==> src/sv/lcmt_pkg.sv <==
// shared constants, widths and request codes of the li chao min line tree
package lcmt_pkg;

    localparam int LEAF_COUNT_DEF = 1024;

    localparam int SLOT_W  = 10;
    localparam int COORD_W = 31;
    localparam int SLOPE_W = 31;
    localparam int ICPT_IN_W = 61;
    localparam int RANGE_W = 11;
    localparam int X_W     = 33;
    localparam int ICPT_W  = 64;
    localparam int DA_W    = 32;
    localparam int DB_W    = 65;
    localparam int SUM_W   = 67;
    localparam int TDATA_IN_W  = 224;
    localparam int TDATA_OUT_W = 64;

    localparam logic signed [ICPT_W-1:0] EMPTY_Y = 64'sh4000_0000_0000_0000;
    localparam logic signed [X_W-1:0]    PAD_X   = 33'sh0_8000_0000;

    localparam logic [2:0] REQ_LOAD        = 3'd0;
    localparam logic [2:0] REQ_ADD_LINE    = 3'd1;
    localparam logic [2:0] REQ_ADD_SLOTS   = 3'd2;
    localparam logic [2:0] REQ_ADD_VALUES  = 3'd3;
    localparam logic [2:0] REQ_QUERY_SLOT  = 3'd4;
    localparam logic [2:0] REQ_QUERY_VALUE = 3'd5;

endpackage

==> src/sv/lcmt_eval_unit.sv <==
// shared multiply-add unit: registered (da * x), then sum with registered db
module lcmt_eval_unit (
    input  logic                                i_clk,
    input  logic signed [lcmt_pkg::DA_W-1:0]    i_da,
    input  logic signed [lcmt_pkg::X_W-1:0]     i_x,
    input  logic signed [lcmt_pkg::DB_W-1:0]    i_db,
    output logic signed [lcmt_pkg::SUM_W-1:0]   o_sum
);

    logic signed [lcmt_pkg::DA_W+lcmt_pkg::X_W-1:0] r_prod;
    logic signed [lcmt_pkg::DB_W-1:0]               r_db;

    always_ff @(posedge i_clk) begin
        r_prod <= i_da * i_x;
        r_db   <= i_db;
    end

    assign o_sum = lcmt_pkg::SUM_W'(r_prod) + lcmt_pkg::SUM_W'(r_db);

endmodule

==> config.mk <==
export PLATFORM = sky130hd
export DESIGN_NAME = lcmt_eval_unit
export DESIGN_NICKNAME = d
export VERILOG_FILES = /design/src/sv/lcmt_pkg.sv /design/src/sv/lcmt_eval_unit.sv
export SDC_FILE = /design/constraint.sdc
export NUM_CORES = 2
export LEC_CHECK = 0
export BUFFER_PORTS_ARGS = -buffer_cell sky130_fd_sc_hd__buf_4
export CAP_MARGIN = 0
export CORE_MARGIN = 8
export CORE_UTILIZATION = 45
export DETAILED_ROUTE_END_ITERATION = 10
export MAX_ROUTING_LAYER = met4
export SLEW_MARGIN = 20
export SYNTH_ARGS = -nofsm -noshare
export SYNTH_HDL_FRONTEND = slang
export SYNTH_SLANG_ARGS = --single-unit
export TNS_END_PERCENT = 10
==> constraint.sdc <==
create_clock -name i_clk -period 10.89 [get_ports i_clk]
set_input_delay 1.6335 -clock i_clk [delete_from_list [all_inputs] [get_ports i_clk]]
set_output_delay 1.6335 -clock i_clk [all_outputs]
set_load 0.03 [all_outputs]
==> tab_implementation.tex <==
\begin{tabular}{lr}
\hline
Metric & Value \\
\hline
\multicolumn{2}{l}{\textbf{Drt}} \\
\quad Wire length reported by the detailed router & 115500 um \\
\quad Initial detailed-routing violation count & 1488 \\
\quad DRC violations left & 0 \\
\quad Number of vias in the routed layout & 30310 \\
\quad Avg Vias per Cell & 5.150 \\
\quad First-pass DRT Iterations & 5 \\
\quad Routed Antenna Nets & 0 \\
\quad Routed WL per cell & 19.63 um \\
\multicolumn{2}{l}{\textbf{Timing}} \\
\quad Final Worst Setup Slack & 1.310 ns \\
\quad Portion of the clock cycle consumed by the worst path in the final layout & 0.8797 \\
\quad Setup TNS Final & 0 ns \\
\quad RSZ-0062 raised after global routing & no \\
\quad Worst-margin pin slew & 1.057 ns \\
\quad Slew Limit Headroom & 0.2931 \\
\quad Final-report setup violation count & 0 \\
\quad Number of endpoints with negative hold slack in the final report & 0 \\
\quad Slew Viols, Final & 0 \\
\quad Fmax & 0.1044 GHz \\
\quad Crit path time final & 9.580 ns \\
\multicolumn{2}{l}{\textbf{Logic synthesis}} \\
\quad Area of the mapped netlist & 43310 um\^{}2 \\
\quad Count of unique library cells instantiated by Yosys & 71 \\
\quad Flop and latch count out of synthesis & 130 \\
\quad Number of synthesized flops with an enable pin & 0 \\
\quad Adder and majority gate portion of the synthesized area & 0.5870 \\
\quad Most common flop cell mapped by yosys & sky130\_fd\_sc\_hd\_\_dfxtp\_1 \\
\quad Post-Syn Instances & 4598 \\
\quad Share of the synthesized area in compound gates (AO/OA/AOI/OAI) & 0.06488 \\
\quad Avg Inst Size Synth & 9.420 um\^{}2 \\
\quad XOR/XNOR Fraction of Synth Area & 0.02649 \\
\quad Proportion of synthesized flip-flops having asynchronous set or reset & 0 \\
\quad Fraction of synthesized area in multiplexers & 0.0002311 \\
\quad Simple-gate share of the synthesized area & 0.1526 \\
\quad Number of warnings printed during yosys synthesis & 0 \\
\quad Net count of the mapped netlist & 6093 \\
\quad Dominant combinational cell family by area after synthesis & adder cells \\
\quad Register area share after synthesis & 0.06009 \\
\multicolumn{2}{l}{\textbf{Critical path}} \\
\quad Class of the most critical setup path & in2reg \\
\quad Critical Path Source & i\_x[32] \\
\quad Crit path DAT & 9.94 ns \\
\quad Type of element capturing the critical path & flip-flop \\
\quad Critical Path Source Type & primary input \\
\quad Data required time of the critical path & 11.25 ns \\
\quad Critical path peak fanout & 32 \\
\multicolumn{2}{l}{\textbf{Clock tree}} \\
\quad TritonCTS clock tree & built \\
\quad Post-CTS Repair Setup Buffers & 0 \\
\quad CTS H-tree lvls & 4 \\
\quad Clock net sink count & 130 \\
\quad Clk buf depth & 2 \\
\quad CTS hold repair buffers & 0 \\
\quad Register clock-pin slew on the reported worst setup and hold paths & 0.06 ns \\
\quad Clock Root Buffer & sky130\_fd\_sc\_hd\_\_clkbuf\_16 \\
\quad Number of buffers inserted during clock tree synthesis & 17 \\
\quad Number of gates given a new drive strength after cts & 0 \\
\multicolumn{2}{l}{\textbf{Final layout}} \\
\quad Fillers & 9187 \\
\quad Register area & 2603 um\^{}2 \\
\quad NumNets Final & 6085 \\
\quad Utilization of the core after routing & 0.4812 \\
\quad Relative area change from synthesis to final layout & 6.662\% \\
\quad Area of combinational cells with multiple inputs & 36000 um\^{}2 \\
\quad Fraction of layout instances using a drive strength above 1 & 0.05692 \\
\multicolumn{2}{l}{\textbf{Job}} \\
\quad Max-cap violations & 0 \\
\multicolumn{2}{l}{\textbf{Placed design}} \\
\quad Pre-CTS setup slack & 0.9006 ns \\
\quad Placer congestion estimate & 0.9019 \\
\quad Final HPWL DP & 96360 um \\
\quad Port buffer count & 197 \\
\multicolumn{2}{l}{\textbf{Global routing}} \\
\quad Via count of the first global-routing pass & 34570 \\
\quad Pin count of the biggest net entering global routing & 34 \\
\quad Number of antenna violations at the first check in global routing & 6 \\
\quad Remaining global-route overflow & 0 \\
\quad Global-route wire length before repair & 191000 um \\
\quad Tot GR Track Use & 0.2329 \\
\multicolumn{2}{l}{\textbf{Floorplanning}} \\
\quad Height of the die & 326.2 um \\
\quad I/O pins & 198 \\
\quad Floorplan Core Area & 95990 um\^{}2 \\
\quad Total Die Area & 106400 um\^{}2 \\
\quad Die width & 326.2 um \\
\quad Initial standard-cell utilization of the core & 0.4512 \\
\quad \# rows & 114 \\
\multicolumn{2}{l}{\textbf{Hold path}} \\
\quad Min-Delay Startpoint & i\_db[9] \\
\quad Type of the most critical hold path & in2reg \\
\multicolumn{2}{l}{\textbf{Status}} \\
\quad Status & finished clean \\
\hline
\end{tabular}
[metal layers]
layer | wire length (um) | vias to the layer above | GRT usage
li1 | - | 13530 | -
met1 | 44140 | 15870 | 0.2637
met2 | 60660 | 690 | 0.4161
met3 | 4296 | 217 | 0.02521
met4 | 6426 | 0 | 0.1019
met5 | 0 | - | -
[synth_stat cells, types with 4 or more instances]
| master | instances | area share |
|---|---|---|
| sky130_fd_sc_hd__fa_1 | 1113 | 0.51 |
| sky130_fd_sc_hd__inv_1 | 1017 | 0.088 |
| sky130_fd_sc_hd__nand2_1 | 561 | 0.049 |
| sky130_fd_sc_hd__and2_1 | 541 | 0.078 |
| sky130_fd_sc_hd__ha_1 | 251 | 0.073 |
| sky130_fd_sc_hd__clkbuf_1 | 227 | 0.020 |
| sky130_fd_sc_hd__dfxtp_1 | 130 | 0.060 |
| sky130_fd_sc_hd__a21oi_1 | 119 | 0.014 |
| sky130_fd_sc_hd__a21o_1 | 112 | 0.019 |
| sky130_fd_sc_hd__xnor2_1 | 87 | 0.018 |
| sky130_fd_sc_hd__nor2_1 | 73 | 0.0063 |
| sky130_fd_sc_hd__o21ai_0 | 56 | 0.0065 |
| sky130_fd_sc_hd__xor2_1 | 44 | 0.0089 |
| sky130_fd_sc_hd__nand4_1 | 27 | 0.0039 |
| sky130_fd_sc_hd__and3_1 | 23 | 0.0033 |
| sky130_fd_sc_hd__nand2b_1 | 22 | 0.0032 |
| sky130_fd_sc_hd__nand3_1 | 22 | 0.0025 |
| sky130_fd_sc_hd__o21bai_1 | 19 | 0.0033 |
| sky130_fd_sc_hd__a31oi_1 | 13 | 0.0019 |
| sky130_fd_sc_hd__nor2b_1 | 12 | 0.0017 |
| sky130_fd_sc_hd__o21a_1 | 9 | 0.0016 |
| sky130_fd_sc_hd__a211oi_1 | 8 | 0.0014 |
| sky130_fd_sc_hd__and4_1 | 8 | 0.0016 |
| sky130_fd_sc_hd__nor3_1 | 7 | 0.00081 |
| sky130_fd_sc_hd__o211ai_1 | 7 | 0.0012 |
| sky130_fd_sc_hd__or3_1 | 7 | 0.0010 |
| sky130_fd_sc_hd__a21boi_0 | 5 | 0.00087 |
| sky130_fd_sc_hd__a221oi_2 | 4 | 0.0014 |
| sky130_fd_sc_hd__a41oi_1 | 4 | 0.00081 |
| sky130_fd_sc_hd__o31ai_1 | 4 | 0.00069 |
[cells by family after synthesis]
| kind of cell | Yosys count |
|---|---|
| flip-flops | 130 |
| multiplexers | 1 |
| adder cells (fa/ha/maj) | 1364 |
| XOR/XNOR | 131 |
| buffers and inverters | 1251 |
| AND/OR/NAND/NOR | 1311 |
| AO/OA/AOI/OAI | 410 |
[placed cells by master (no fill, tap or decap), types with 9 or more instances in the layout]
master	count
sky130_fd_sc_hd__xnor2_1	87
sky130_fd_sc_hd__ha_1	251
sky130_fd_sc_hd__a31oi_1	13
sky130_fd_sc_hd__nand2b_1	22
sky130_fd_sc_hd__nand2_1	561
sky130_fd_sc_hd__o21a_1	9
sky130_fd_sc_hd__and2_1	541
sky130_fd_sc_hd__buf_4	206
sky130_fd_sc_hd__inv_1	1017
sky130_fd_sc_hd__nand4_1	27
sky130_fd_sc_hd__and3_1	23
sky130_fd_sc_hd__fa_1	1113
sky130_fd_sc_hd__a21oi_1	119
sky130_fd_sc_hd__dfxtp_1	130
sky130_fd_sc_hd__o21ai_0	56
sky130_fd_sc_hd__nor2_1	73
sky130_fd_sc_hd__xor2_1	44
sky130_fd_sc_hd__clkbuf_16	17
sky130_fd_sc_hd__nor2b_1	12
sky130_fd_sc_hd__o21bai_1	19
sky130_fd_sc_hd__a21o_1	112
sky130_fd_sc_hd__nand3_1	22
[sequential cells by signal, indices dropped and copies added (netlist names)]
register	flops
r_db	65
r_prod	65
[metrics by stage]
step                hold slack [ns]  instances  cell area [um^2]
finish                        1.303       5885             46200
global route                  1.276       5884             46190
CTS                           1.280       5879             46180
detailed placement            1.739       5847             45570
global placement              1.738       5847             45570
floorplan                     1.661       4598             43310
[critical path, cell delays in order]
cell and delay [ns]:
sky130_fd_sc_hd__buf_4 0.31, sky130_fd_sc_hd__nand2_1 0.21, sky130_fd_sc_hd__inv_1 0.14, sky130_fd_sc_hd__fa_1 0.41, sky130_fd_sc_hd__inv_1 0.25, sky130_fd_sc_hd__fa_1 0.47, sky130_fd_sc_hd__inv_1 0.23, sky130_fd_sc_hd__fa_1 0.50
sky130_fd_sc_hd__fa_1 0.86, sky130_fd_sc_hd__inv_1 0.38, sky130_fd_sc_hd__fa_1 0.57, sky130_fd_sc_hd__inv_1 0.06, sky130_fd_sc_hd__fa_1 0.49, sky130_fd_sc_hd__fa_1 0.49, sky130_fd_sc_hd__inv_1 0.05, sky130_fd_sc_hd__fa_1 0.49
sky130_fd_sc_hd__inv_1 0.05, sky130_fd_sc_hd__ha_1 0.35, sky130_fd_sc_hd__a21o_1 0.18, sky130_fd_sc_hd__a21o_1 0.17, sky130_fd_sc_hd__a21oi_1 0.19, sky130_fd_sc_hd__nor2_1 0.06, sky130_fd_sc_hd__a211oi_1 0.28, sky130_fd_sc_hd__o211ai_2 0.17
sky130_fd_sc_hd__a41o_1 0.28, sky130_fd_sc_hd__a221o_1 0.35, sky130_fd_sc_hd__a21oi_2 0.15, sky130_fd_sc_hd__xnor2_1 0.12
[worst paths after layout]
path                  cells after the start                  to
worst max-delay path                     28  r_prod[64]$_DFF_P_
worst min-delay path                      1     r_db[9]$_DFF_P_
[cell type report]
cell class	instances	share of cell area
multi-input combinational	3217	0.7792
timing repair buffer	206	0.03348
sequential	130	0.05634
clock inverter	14	0.003846
antenna	6	0.0003250
clock buffer	18	0.009507
tap	1276	0.03456
inverter	1018	0.08271
Power is left out: the tool's default activity adds up to more than one toggle a clock period on the data nets, which glitch-free logic cannot reach.
